**config.mk**
```make
export PLATFORM = sky130hd
export DESIGN_NAME = radius_attribute_search
export DESIGN_NICKNAME = d
export VERILOG_FILES = /design/src/rtl/rsa_pkg.sv /design/src/rtl/rsa_csr.sv /design/src/rtl/rsa_walk.sv /design/src/rtl/rsa_outq.sv /design/src/rtl/radius_attribute_search.sv
export SDC_FILE = /design/constraint.sdc
export NUM_CORES = 1
export LEC_CHECK = 0
export ABC_AREA = 1
export BUFFER_PORTS_ARGS = -buffer_cell sky130_fd_sc_hd__buf_2
export CAP_MARGIN = 10
export CORE_MARGIN = 3
export CORE_UTILIZATION = 50
export DETAILED_ROUTE_END_ITERATION = 7
export GPL_ROUTABILITY_DRIVEN = 0
export PLACE_DENSITY = 0.68
export SYNTH_ARGS = -nofsm -noshare
export SYNTH_HDL_FRONTEND = slang
export SYNTH_HIERARCHICAL = 1
export SYNTH_SLANG_ARGS = --single-unit
export TNS_END_PERCENT = 10
```
**constraint.sdc**
```tcl
create_clock -name clock -period 5.15 [get_ports clock]
set_input_delay 1.03 -clock clock [delete_from_list [all_inputs] [get_ports clock]]
set_output_delay 1.03 -clock clock [all_outputs]
set_load 0.03 [all_outputs]
```
**src/rtl/rsa_pkg.sv**
```systemverilog
// Package for the RADIUS attribute search block: shared types, register
// indexes, status codes and protocol constants. No dependencies.
`default_nettype none

package rsa_pkg;

   // Width of the reported match offset.
   localparam int OFFSET_W = 12;

   // Protocol constants of the attribute chain.
   localparam logic [7:0] VSA_TYPE         = 8'd26;
   localparam logic [7:0] VSA_MIN_LEN      = 8'd7;
   localparam logic [7:0] MIN_ATTR_LEN     = 8'd2;
   localparam logic [7:0] VENDOR_FIRST_POS = 8'd2;
   localparam logic [7:0] VENDOR_LAST_POS  = 8'd5;
   localparam logic [7:0] VENDOR_TYPE_POS  = 8'd6;

   // Configuration register indexes.
   typedef enum logic [1:0] {
      CSR_SEARCH_TYPE        = 2'd0,
      CSR_SEARCH_VENDOR      = 2'd1,
      CSR_SEARCH_VENDOR_TYPE = 2'd2,
      CSR_SKIP_COUNT         = 2'd3
   } csr_index_type;

   // Result status codes.
   typedef enum logic [1:0] {
      ST_FOUND     = 2'd0,
      ST_NOT_FOUND = 2'd1,
      ST_MALFORMED = 2'd2
   } status_type;

   typedef struct packed {
      logic [7:0]  search_type;
      logic [31:0] search_vendor;
      logic [7:0]  search_vendor_type;
      logic [7:0]  skip_count;
   } cfg_type;

   typedef struct packed {
      status_type          status;
      logic [OFFSET_W-1:0] match_offset;
      logic [7:0]          match_length;
   } result_type;

endpackage

`default_nettype wire

```
**src/rtl/rsa_csr.sv**
```systemverilog
// Configuration registers of the RADIUS attribute search block.
// Depends on rsa_pkg.
`default_nettype none

module rsa_csr import rsa_pkg::*; (
   input  wire logic        clock,
   input  wire logic        reset,
   input  wire logic        csr_write_en,
   input  wire logic [1:0]  csr_index,
   input  wire logic [31:0] csr_write_data,
   output cfg_type          cfg
);

   cfg_type cfg_ff;
   cfg_type cfg_in;

   always_comb begin
      cfg_in = cfg_ff;
      if (csr_write_en) begin
         unique case (csr_index_type'(csr_index))
            CSR_SEARCH_TYPE:        cfg_in.search_type        = csr_write_data[7:0];
            CSR_SEARCH_VENDOR:      cfg_in.search_vendor      = csr_write_data;
            CSR_SEARCH_VENDOR_TYPE: cfg_in.search_vendor_type = csr_write_data[7:0];
            CSR_SKIP_COUNT:         cfg_in.skip_count         = csr_write_data[7:0];
            default:                cfg_in = cfg_ff;
         endcase
      end
   end

   always_ff @(posedge clock) begin
      if (reset) begin
         cfg_ff <= '0;
      end else begin
         cfg_ff <= cfg_in;
      end
   end

   assign cfg = cfg_ff;

endmodule

`default_nettype wire

```
**src/rtl/rsa_walk.sv**
```systemverilog
// Attribute chain walker: per-byte state update and match decision.
// Depends on rsa_pkg.
`default_nettype none

module rsa_walk import rsa_pkg::*; #(
   parameter int MAX_AREA_BYTES = 4096
) (
   input  wire logic       clock,
   input  wire logic       reset,
   input  wire logic       item_accept,
   input  wire logic [7:0] data_byte,
   input  wire logic       last_byte,
   input  wire cfg_type    cfg,
   output logic            result_valid,
   output result_type      result
);

   localparam int POS_W   = $clog2(MAX_AREA_BYTES + 1);
   localparam int START_W = $clog2(MAX_AREA_BYTES);
   localparam int OFF_W   = (START_W > OFFSET_W) ? START_W : OFFSET_W;

   logic [POS_W-1:0]   pos_ff,      pos_in;
   logic [START_W-1:0] start_ff,    start_in;
   logic [7:0]         idx_ff,      idx_in;
   logic [7:0]         len_ff,      len_in;
   logic               match_ff,    match_in;
   logic [31:0]        vendor_ff,   vendor_in;
   logic [7:0]         seen_ff,     seen_in;
   logic               answered_ff, answered_in;

   logic             is_vsa;
   logic             emit;
   logic [OFF_W-1:0] off_wide;

   assign is_vsa   = (cfg.search_type == VSA_TYPE);
   assign off_wide = OFF_W'(start_ff) + (is_vsa ? OFF_W'(VENDOR_TYPE_POS) : OFF_W'(0));

   always_comb begin
      pos_in      = pos_ff;
      start_in    = start_ff;
      idx_in      = idx_ff;
      len_in      = len_ff;
      match_in    = match_ff;
      vendor_in   = vendor_ff;
      seen_in     = seen_ff;
      emit        = 1'b0;
      result      = '{status: ST_NOT_FOUND, match_offset: '0, match_length: '0};

      if (!answered_ff) begin
         if (pos_ff >= POS_W'(MAX_AREA_BYTES)) begin
            // Area longer than the supported size.
            emit          = 1'b1;
            result.status = ST_MALFORMED;
         end else begin
            if (idx_ff == '0) begin
               // Type byte opens a new attribute.
               start_in  = pos_ff[START_W-1:0];
               match_in  = (data_byte == cfg.search_type);
               vendor_in = '0;
               idx_in    = 8'd1;
            end else begin
               if (idx_ff == 8'd1) begin
                  len_in = data_byte;
                  if (data_byte < MIN_ATTR_LEN) begin
                     emit          = 1'b1;
                     result.status = ST_MALFORMED;
                  end else if (is_vsa && data_byte < VSA_MIN_LEN) begin
                     match_in = 1'b0;
                  end
               end else if (is_vsa) begin
                  if (idx_ff >= VENDOR_FIRST_POS && idx_ff <= VENDOR_LAST_POS) begin
                     vendor_in = {vendor_ff[23:0], data_byte};
                  end else if (idx_ff == VENDOR_TYPE_POS) begin
                     if (vendor_ff != cfg.search_vendor ||
                         data_byte != cfg.search_vendor_type) begin
                        match_in = 1'b0;
                     end
                  end
               end
               if (!emit) begin
                  if ({1'b0, idx_ff} + 9'd1 == {1'b0, len_in}) begin
                     // Last byte of the attribute.
                     if (match_in) begin
                        if (seen_ff == cfg.skip_count) begin
                           emit                = 1'b1;
                           result.status       = ST_FOUND;
                           result.match_offset = off_wide[OFFSET_W-1:0];
                           result.match_length = len_in;
                        end else begin
                           seen_in = seen_ff + 8'd1;
                        end
                     end
                     idx_in = '0;
                  end else begin
                     idx_in = idx_ff + 8'd1;
                  end
               end
            end
            pos_in = pos_ff + POS_W'(1);
         end

         if (!emit && last_byte) begin
            emit          = 1'b1;
            result.status = (idx_in == '0) ? ST_NOT_FOUND : ST_MALFORMED;
         end
      end

      answered_in = answered_ff | emit;

      if (last_byte) begin
         // Area finished: back to the reset state for the next one.
         pos_in      = '0;
         start_in    = '0;
         idx_in      = '0;
         len_in      = '0;
         match_in    = 1'b0;
         vendor_in   = '0;
         seen_in     = '0;
         answered_in = 1'b0;
      end
   end

   always_ff @(posedge clock) begin
      if (reset) begin
         pos_ff      <= '0;
         start_ff    <= '0;
         idx_ff      <= '0;
         len_ff      <= '0;
         match_ff    <= 1'b0;
         vendor_ff   <= '0;
         seen_ff     <= '0;
         answered_ff <= 1'b0;
      end else if (item_accept) begin
         pos_ff      <= pos_in;
         start_ff    <= start_in;
         idx_ff      <= idx_in;
         len_ff      <= len_in;
         match_ff    <= match_in;
         vendor_ff   <= vendor_in;
         seen_ff     <= seen_in;
         answered_ff <= answered_in;
      end
   end

   assign result_valid = item_accept & emit;

   // The final byte of an area always leaves the walker at the area start.
   assert property (@(posedge clock) disable iff (reset)
      item_accept && last_byte |=> pos_ff == '0 && idx_ff == '0 && !answered_ff)
      else $error("walker state not cleared after final byte");

   // Once an area has been answered, no further result comes from it.
   assert property (@(posedge clock) disable iff (reset)
      item_accept && answered_ff |-> !result_valid)
      else $error("second result in one area");

   // A result either closes the area or marks it answered.
   assert property (@(posedge clock) disable iff (reset)
      result_valid && !last_byte |=> answered_ff)
      else $error("result given without marking the area answered");

   // The byte counter never runs past the supported area size.
   assert property (@(posedge clock) disable iff (reset)
      pos_ff <= POS_W'(MAX_AREA_BYTES))
      else $error("byte position beyond area size");

endmodule

`default_nettype wire

```
**src/rtl/rsa_outq.sv**
```systemverilog
// Two-entry result buffer (output register plus skid entry) for the
// RADIUS attribute search block. Depends on rsa_pkg.
`default_nettype none

module rsa_outq import rsa_pkg::*; (
   input  wire logic       clock,
   input  wire logic       reset,
   input  wire logic       push,
   input  wire result_type push_data,
   input  wire logic       pop_stall,
   output logic            full,
   output logic            head_valid,
   output result_type      head
);

   logic       head_valid_ff, head_valid_in;
   logic       skid_valid_ff, skid_valid_in;
   result_type head_ff, head_in;
   result_type skid_ff, skid_in;
   logic       pop;

   assign pop = head_valid_ff & ~pop_stall;

   always_comb begin
      head_valid_in = head_valid_ff;
      skid_valid_in = skid_valid_ff;
      head_in       = head_ff;
      skid_in       = skid_ff;
      if (!head_valid_ff) begin
         if (push) begin
            head_in       = push_data;
            head_valid_in = 1'b1;
         end
      end else if (!skid_valid_ff) begin
         if (pop && push) begin
            head_in = push_data;
         end else if (pop) begin
            head_valid_in = 1'b0;
         end else if (push) begin
            skid_in       = push_data;
            skid_valid_in = 1'b1;
         end
      end else if (pop) begin
         head_in       = skid_ff;
         skid_valid_in = 1'b0;
      end
   end

   always_ff @(posedge clock) begin
      if (reset) begin
         head_valid_ff <= 1'b0;
         skid_valid_ff <= 1'b0;
      end else begin
         head_valid_ff <= head_valid_in;
         skid_valid_ff <= skid_valid_in;
      end
   end

   always_ff @(posedge clock) begin
      head_ff <= head_in;
      skid_ff <= skid_in;
   end

   assign full       = skid_valid_ff;
   assign head_valid = head_valid_ff;
   assign head       = head_ff;

   // The skid entry is only ever occupied behind a valid head.
   assert property (@(posedge clock) disable iff (reset)
      skid_valid_ff |-> head_valid_ff)
      else $error("skid entry valid without head");

   // No result may arrive while both entries are occupied.
   assert property (@(posedge clock) disable iff (reset)
      push |-> !skid_valid_ff)
      else $error("result pushed into a full buffer");

   // Draining the head with a waiting skid entry keeps the head valid.
   assert property (@(posedge clock) disable iff (reset)
      pop && skid_valid_ff |=> head_valid_ff && !skid_valid_ff)
      else $error("skid entry lost on pop");

endmodule

`default_nettype wire

```
**src/rtl/radius_attribute_search.sv**
```systemverilog
// A result is registered in the result buffer (output register or skid entry) before it appears on rsp_.
// One byte per cycle while req_stall is low; every byte is decided by one pass of compare and counter logic.
// req_stall rises only when both result slots (output register and skid entry) are full.
// Reset (synchronous, active high) clears the walker and buffer state and zeroes the
// configuration registers; configuration is kept across attribute areas.
// Top level of the RADIUS attribute search block. Depends on rsa_pkg, rsa_csr,
// rsa_walk and rsa_outq.
`default_nettype none

module radius_attribute_search import rsa_pkg::*; #(
   parameter int MAX_AREA_BYTES = 4096
) (
   input  wire logic                clock,
   input  wire logic                reset,
   // Configuration write port.
   input  wire logic                csr_write_en,
   input  wire logic [1:0]          csr_index,
   input  wire logic [31:0]         csr_write_data,
   // Byte input channel.
   input  wire logic                req_valid,
   output logic                     req_stall,
   input  wire logic [7:0]          req_data_byte,
   input  wire logic                req_last_byte,
   // Result channel.
   output logic                     rsp_valid,
   input  wire logic                rsp_stall,
   output logic [1:0]               rsp_status,
   output logic [OFFSET_W-1:0]      rsp_match_offset,
   output logic [7:0]               rsp_match_length
);

   cfg_type    cfg;
   logic       item_accept;
   logic       result_valid;
   result_type result;
   logic       buffer_full;
   result_type head;

   // The user must write the search registers only while no area is in progress; the block does not enforce this.
   rsa_csr u_csr (
      .clock          (clock),
      .reset          (reset),
      .csr_write_en   (csr_write_en),
      .csr_index      (csr_index),
      .csr_write_data (csr_write_data),
      .cfg            (cfg)
   );

   // A transaction on the input channel hands one byte of the attribute area
   // to the walker, which updates its chain state in the same cycle.
   assign item_accept = req_valid & ~req_stall;

   rsa_walk #(
      .MAX_AREA_BYTES (MAX_AREA_BYTES)
   ) u_walk (
      .clock        (clock),
      .reset        (reset),
      .item_accept  (item_accept),
      .data_byte    (req_data_byte),
      .last_byte    (req_last_byte),
      .cfg          (cfg),
      .result_valid (result_valid),
      .result       (result)
   );

   // The result buffer decouples the two channels: a byte is still taken
   // while one finished result waits on the output, and the skid entry
   // catches a second result in that case.
   rsa_outq u_outq (
      .clock      (clock),
      .reset      (reset),
      .push       (result_valid),
      .push_data  (result),
      .pop_stall  (rsp_stall),
      .full       (buffer_full),
      .head_valid (rsp_valid),
      .head       (head)
   );

   assign req_stall        = buffer_full;
   assign rsp_status       = head.status;
   assign rsp_match_offset = head.match_offset;
   assign rsp_match_length = head.match_length;

endmodule

`default_nettype wire
```
==> run metrics <==
WHS Path Cells 2; number of synthesized flops with an enable pin 44; RSZ-0062 raised after global routing no; crit start category flip-flop; TritonCTS Buffers 17; worst slew pin tran 0.868 ns; CTS tree yes; Max clock buf depth 2; fmax 275 MHz; final hold vios 0; Die Ht 144 um; Area Overhead vs Synth 11.1%; Yosys reg bits 185; XOR/XNOR Fraction of Synth Area 0.0601; status completed; DRC viols 0; critical path class flip-flop to flip-flop; Crit Reg-Reg Startpoint u_walk/idx_ff[1]; Synth Area in Compound Gates 0.0678; crit end category flip-flop; Mean Syn Cell Area 7.15 um2; port buffer count 71; RR Endpoint u_outq/head[2]; Core ar. 18,300 um2; final worst clock skew 0.0182 ns; via/cell ratio 5.01; DR WL/cell 13.1 um; Clock Latency Late Sink 0.43 ns; clk sinks 185; Global Route Usage Sum 0.210; Hold EP u_walk/len_ff[5]; Max Cap Violations 0; antenna fix cells 0; Critical path origin u_walk/idx_ff[1]; clock slew at reported path FFs 0.07 ns; Leak 4.56 nW; Slew Limit Fails 0; power consumption 3.20 mW; count leader, synth nand2_1; final worst path period need 3.63 ns; initial antenna violation count 0; Congestion Overflow GR 0; Vias 8,074; first-pass GRT wire length 35,400 um; FFs w/ async S/R, synth 0; ANT nets after route 0; sequential area share after synthesis 0.438; ys flop type dfxtp_1; Yosys top cell by area dfxtp_1; Yosys cell types 42; Cell Rows 49; Initial DRC Count 515; hold-fix buffers at CTS 0; Synth area leaders dfxtp_1 30%, nand2_1 16%, edfxtp_1 14%; top cell type's share of synthesized area 0.298; area share of fa/ha/maj cells after synthesis 0.0140; # setup viols final 0; cell depth of the worst flop-to-flop path 16; cell breakdown of the critical path inv_1 -> ha_1 -> nand2_2 -> nor2_8 -> nand2_1 -> o21ai_1 -> inv_1 -> nand2_1 -> nand4_1 -> nor2_2 -> nand2_1 -> nor3_1 -> nand3_1 -> a21oi_1 -> nand2_1 -> nand2_1; Die X 144 um; initial core utilization 0.518; DR pass1 iterations 5; yosys warns 6; HP Start u_walk/len_ff[5]; WL final 21,100 um; crit-path max cell delay 0.62 ns; H-tree lvl count 4; number of global-route vias before repair 7,314; number of setup buffers added after CTS 0; worst-path maximum fanout 20; WP buf/inv 2; WP data arrival 3.93 ns; Top cell by count, worst path nand2_1; Ports 72; cell count after synthesis 1,325; hpwl dp 15,000 um; Min-Delay Path Class flip-flop to flip-flop; Worst path top cell family by delay simple AND/OR/NAND/NOR gates; Final TNS setup 0 ns; reg-to-reg setup timing slack 1.52 ns; CTS Root Cell clkbuf_16; Required @ worst endpoint 5.45 ns; power density cells 304 nW/um2; Layout fillers 1,723; Synth Area in Simple Gates 0.330; main combinational cell family by area after synthesis simple AND/OR/NAND/NOR gates; share of cells above drive strength 1 0.111; Critical-path top delay cell nand3_1; Post-synth top cells 396 x nand2_1, 183 x nor2_1, 147 x inv_1; Die Area 20,600 um2; Final Cycle Share 0.706; Post-CTS Resized 0; worst IR drop on VDD 0.222 mV; post-synthesis mux area share 0; Total Nets Final 1,429; max-slew headroom at the worst pin 0.420; Post-Syn Nets 1,383; largest net degree at the start of global routing 73; Synth Cell Area 9470 um2
==> layout by cell type (no fill, tap or decap), drive strengths merged, types with 3 or more instances in the layout <==
cell type	count
inv	157
a21oi	99
buf	81
nor2	192
nand2	408
clkbuf	17
nor4	7
nor3	16
xnor2	36
nand4	14
a211oi	4
xor2	29
o21ai	14
nand3	93
edfxtp	44
a31oi	3
bufinv	3
ha	9
clkinvlp	4
dfxtp	141
==> per-layer routing <==
metal,global-route usage,wire (um),up-vias
met1,0.302,10400,3615
met3,0.0433,1100,10
met5,0,0,-
met4,0.0481,148,0
met2,0.329,9470,190
li1,-,-,4259
==> how the worst max path moves through the flow <==
stage / to / cells after the start
after detailed placement: u_outq/head[2] / 16
final: u_outq/head[2] / 16
after global placement: u_outq/head[2] / 16
after floorplan: u_outq/skid_ff[0] / 16
after global routing: u_outq/head[2] / 16
after CTS: u_outq/head[2] / 15
==> layout make-up <==
type	instances	area (um2)	area share
clock buffer	17	425	0.0404
inverter	150	563	0.0535
clock inverter	15	190	0.0181
multi-input combinational	936	4480	0.426
timing repair buffer	81	430	0.0409
tap	229	287	0.0272
sequential	185	4140	0.394
==> worst reg2reg max path: stages, from the launching register on <==
cell and delay [ns]:
dfxtp_1 0.38, inv_1 0.14, ha_1 0.19, nand2_2 0.11, nor2_8 0.25, nand2_1 0.08
o21ai_1 0.19, inv_1 0.12, nand2_1 0.09, nand4_1 0.11, nor2_2 0.16, nand2_1 0.09
nor3_1 0.19, nand3_1 0.62, a21oi_1 0.60, nand2_1 0.10, nand2_1 0.06
==> registers in the layout (all words and copies together), names as in the netlist <==
| signal | cells |
|---|---|
| u_csr/cfg | 56 |
| u_outq/full | 1 |
| u_outq/head | 22 |
| u_outq/head_valid | 1 |
| u_outq/skid_ff | 22 |
| u_walk/answered_ff | 1 |
| u_walk/idx_ff | 8 |
| u_walk/len_ff | 8 |
| u_walk/match_ff | 1 |
| u_walk/pos_ff | 13 |
| u_walk/seen_ff | 8 |
| u_walk/start_ff | 12 |
| u_walk/vendor_ff | 32 |
==> stage by stage <==
stage                     cell area (um2)  cells  utilization  hold slack [ns]  worst slack, ns
after floorplan                      9470   1325            -            0.441            0.668
after global placement               9900   1581        0.542            0.451             1.46
after detailed placement             9900   1581        0.542            0.456             1.42
after CTS                           10500   1613        0.576            0.466             1.63
after global routing                10500   1613        0.576            0.489             1.14
final                               10500   1613        0.576            0.464             1.52
==> kinds of logic after synthesis <==
logic type,after synthesis
buffers and inverters,204
DFF,185
and+or+nand+nor,738
adders and majority gates,10
xor gates and xnor gates,65
AOI/OAI and AO/OA,123
==> report_power, final <==
part	internal [mW]	leakage, nW	total [mW]	switching [mW]
registers	1.52	1.52	1.54	0.0228
logic	0.0932	2.75	0.292	0.199
clock network	0.777	0.291	1.37	0.592
total	2.39	4.56	3.20	0.814
No activity file was read; power rests on OpenSTA's default activity.
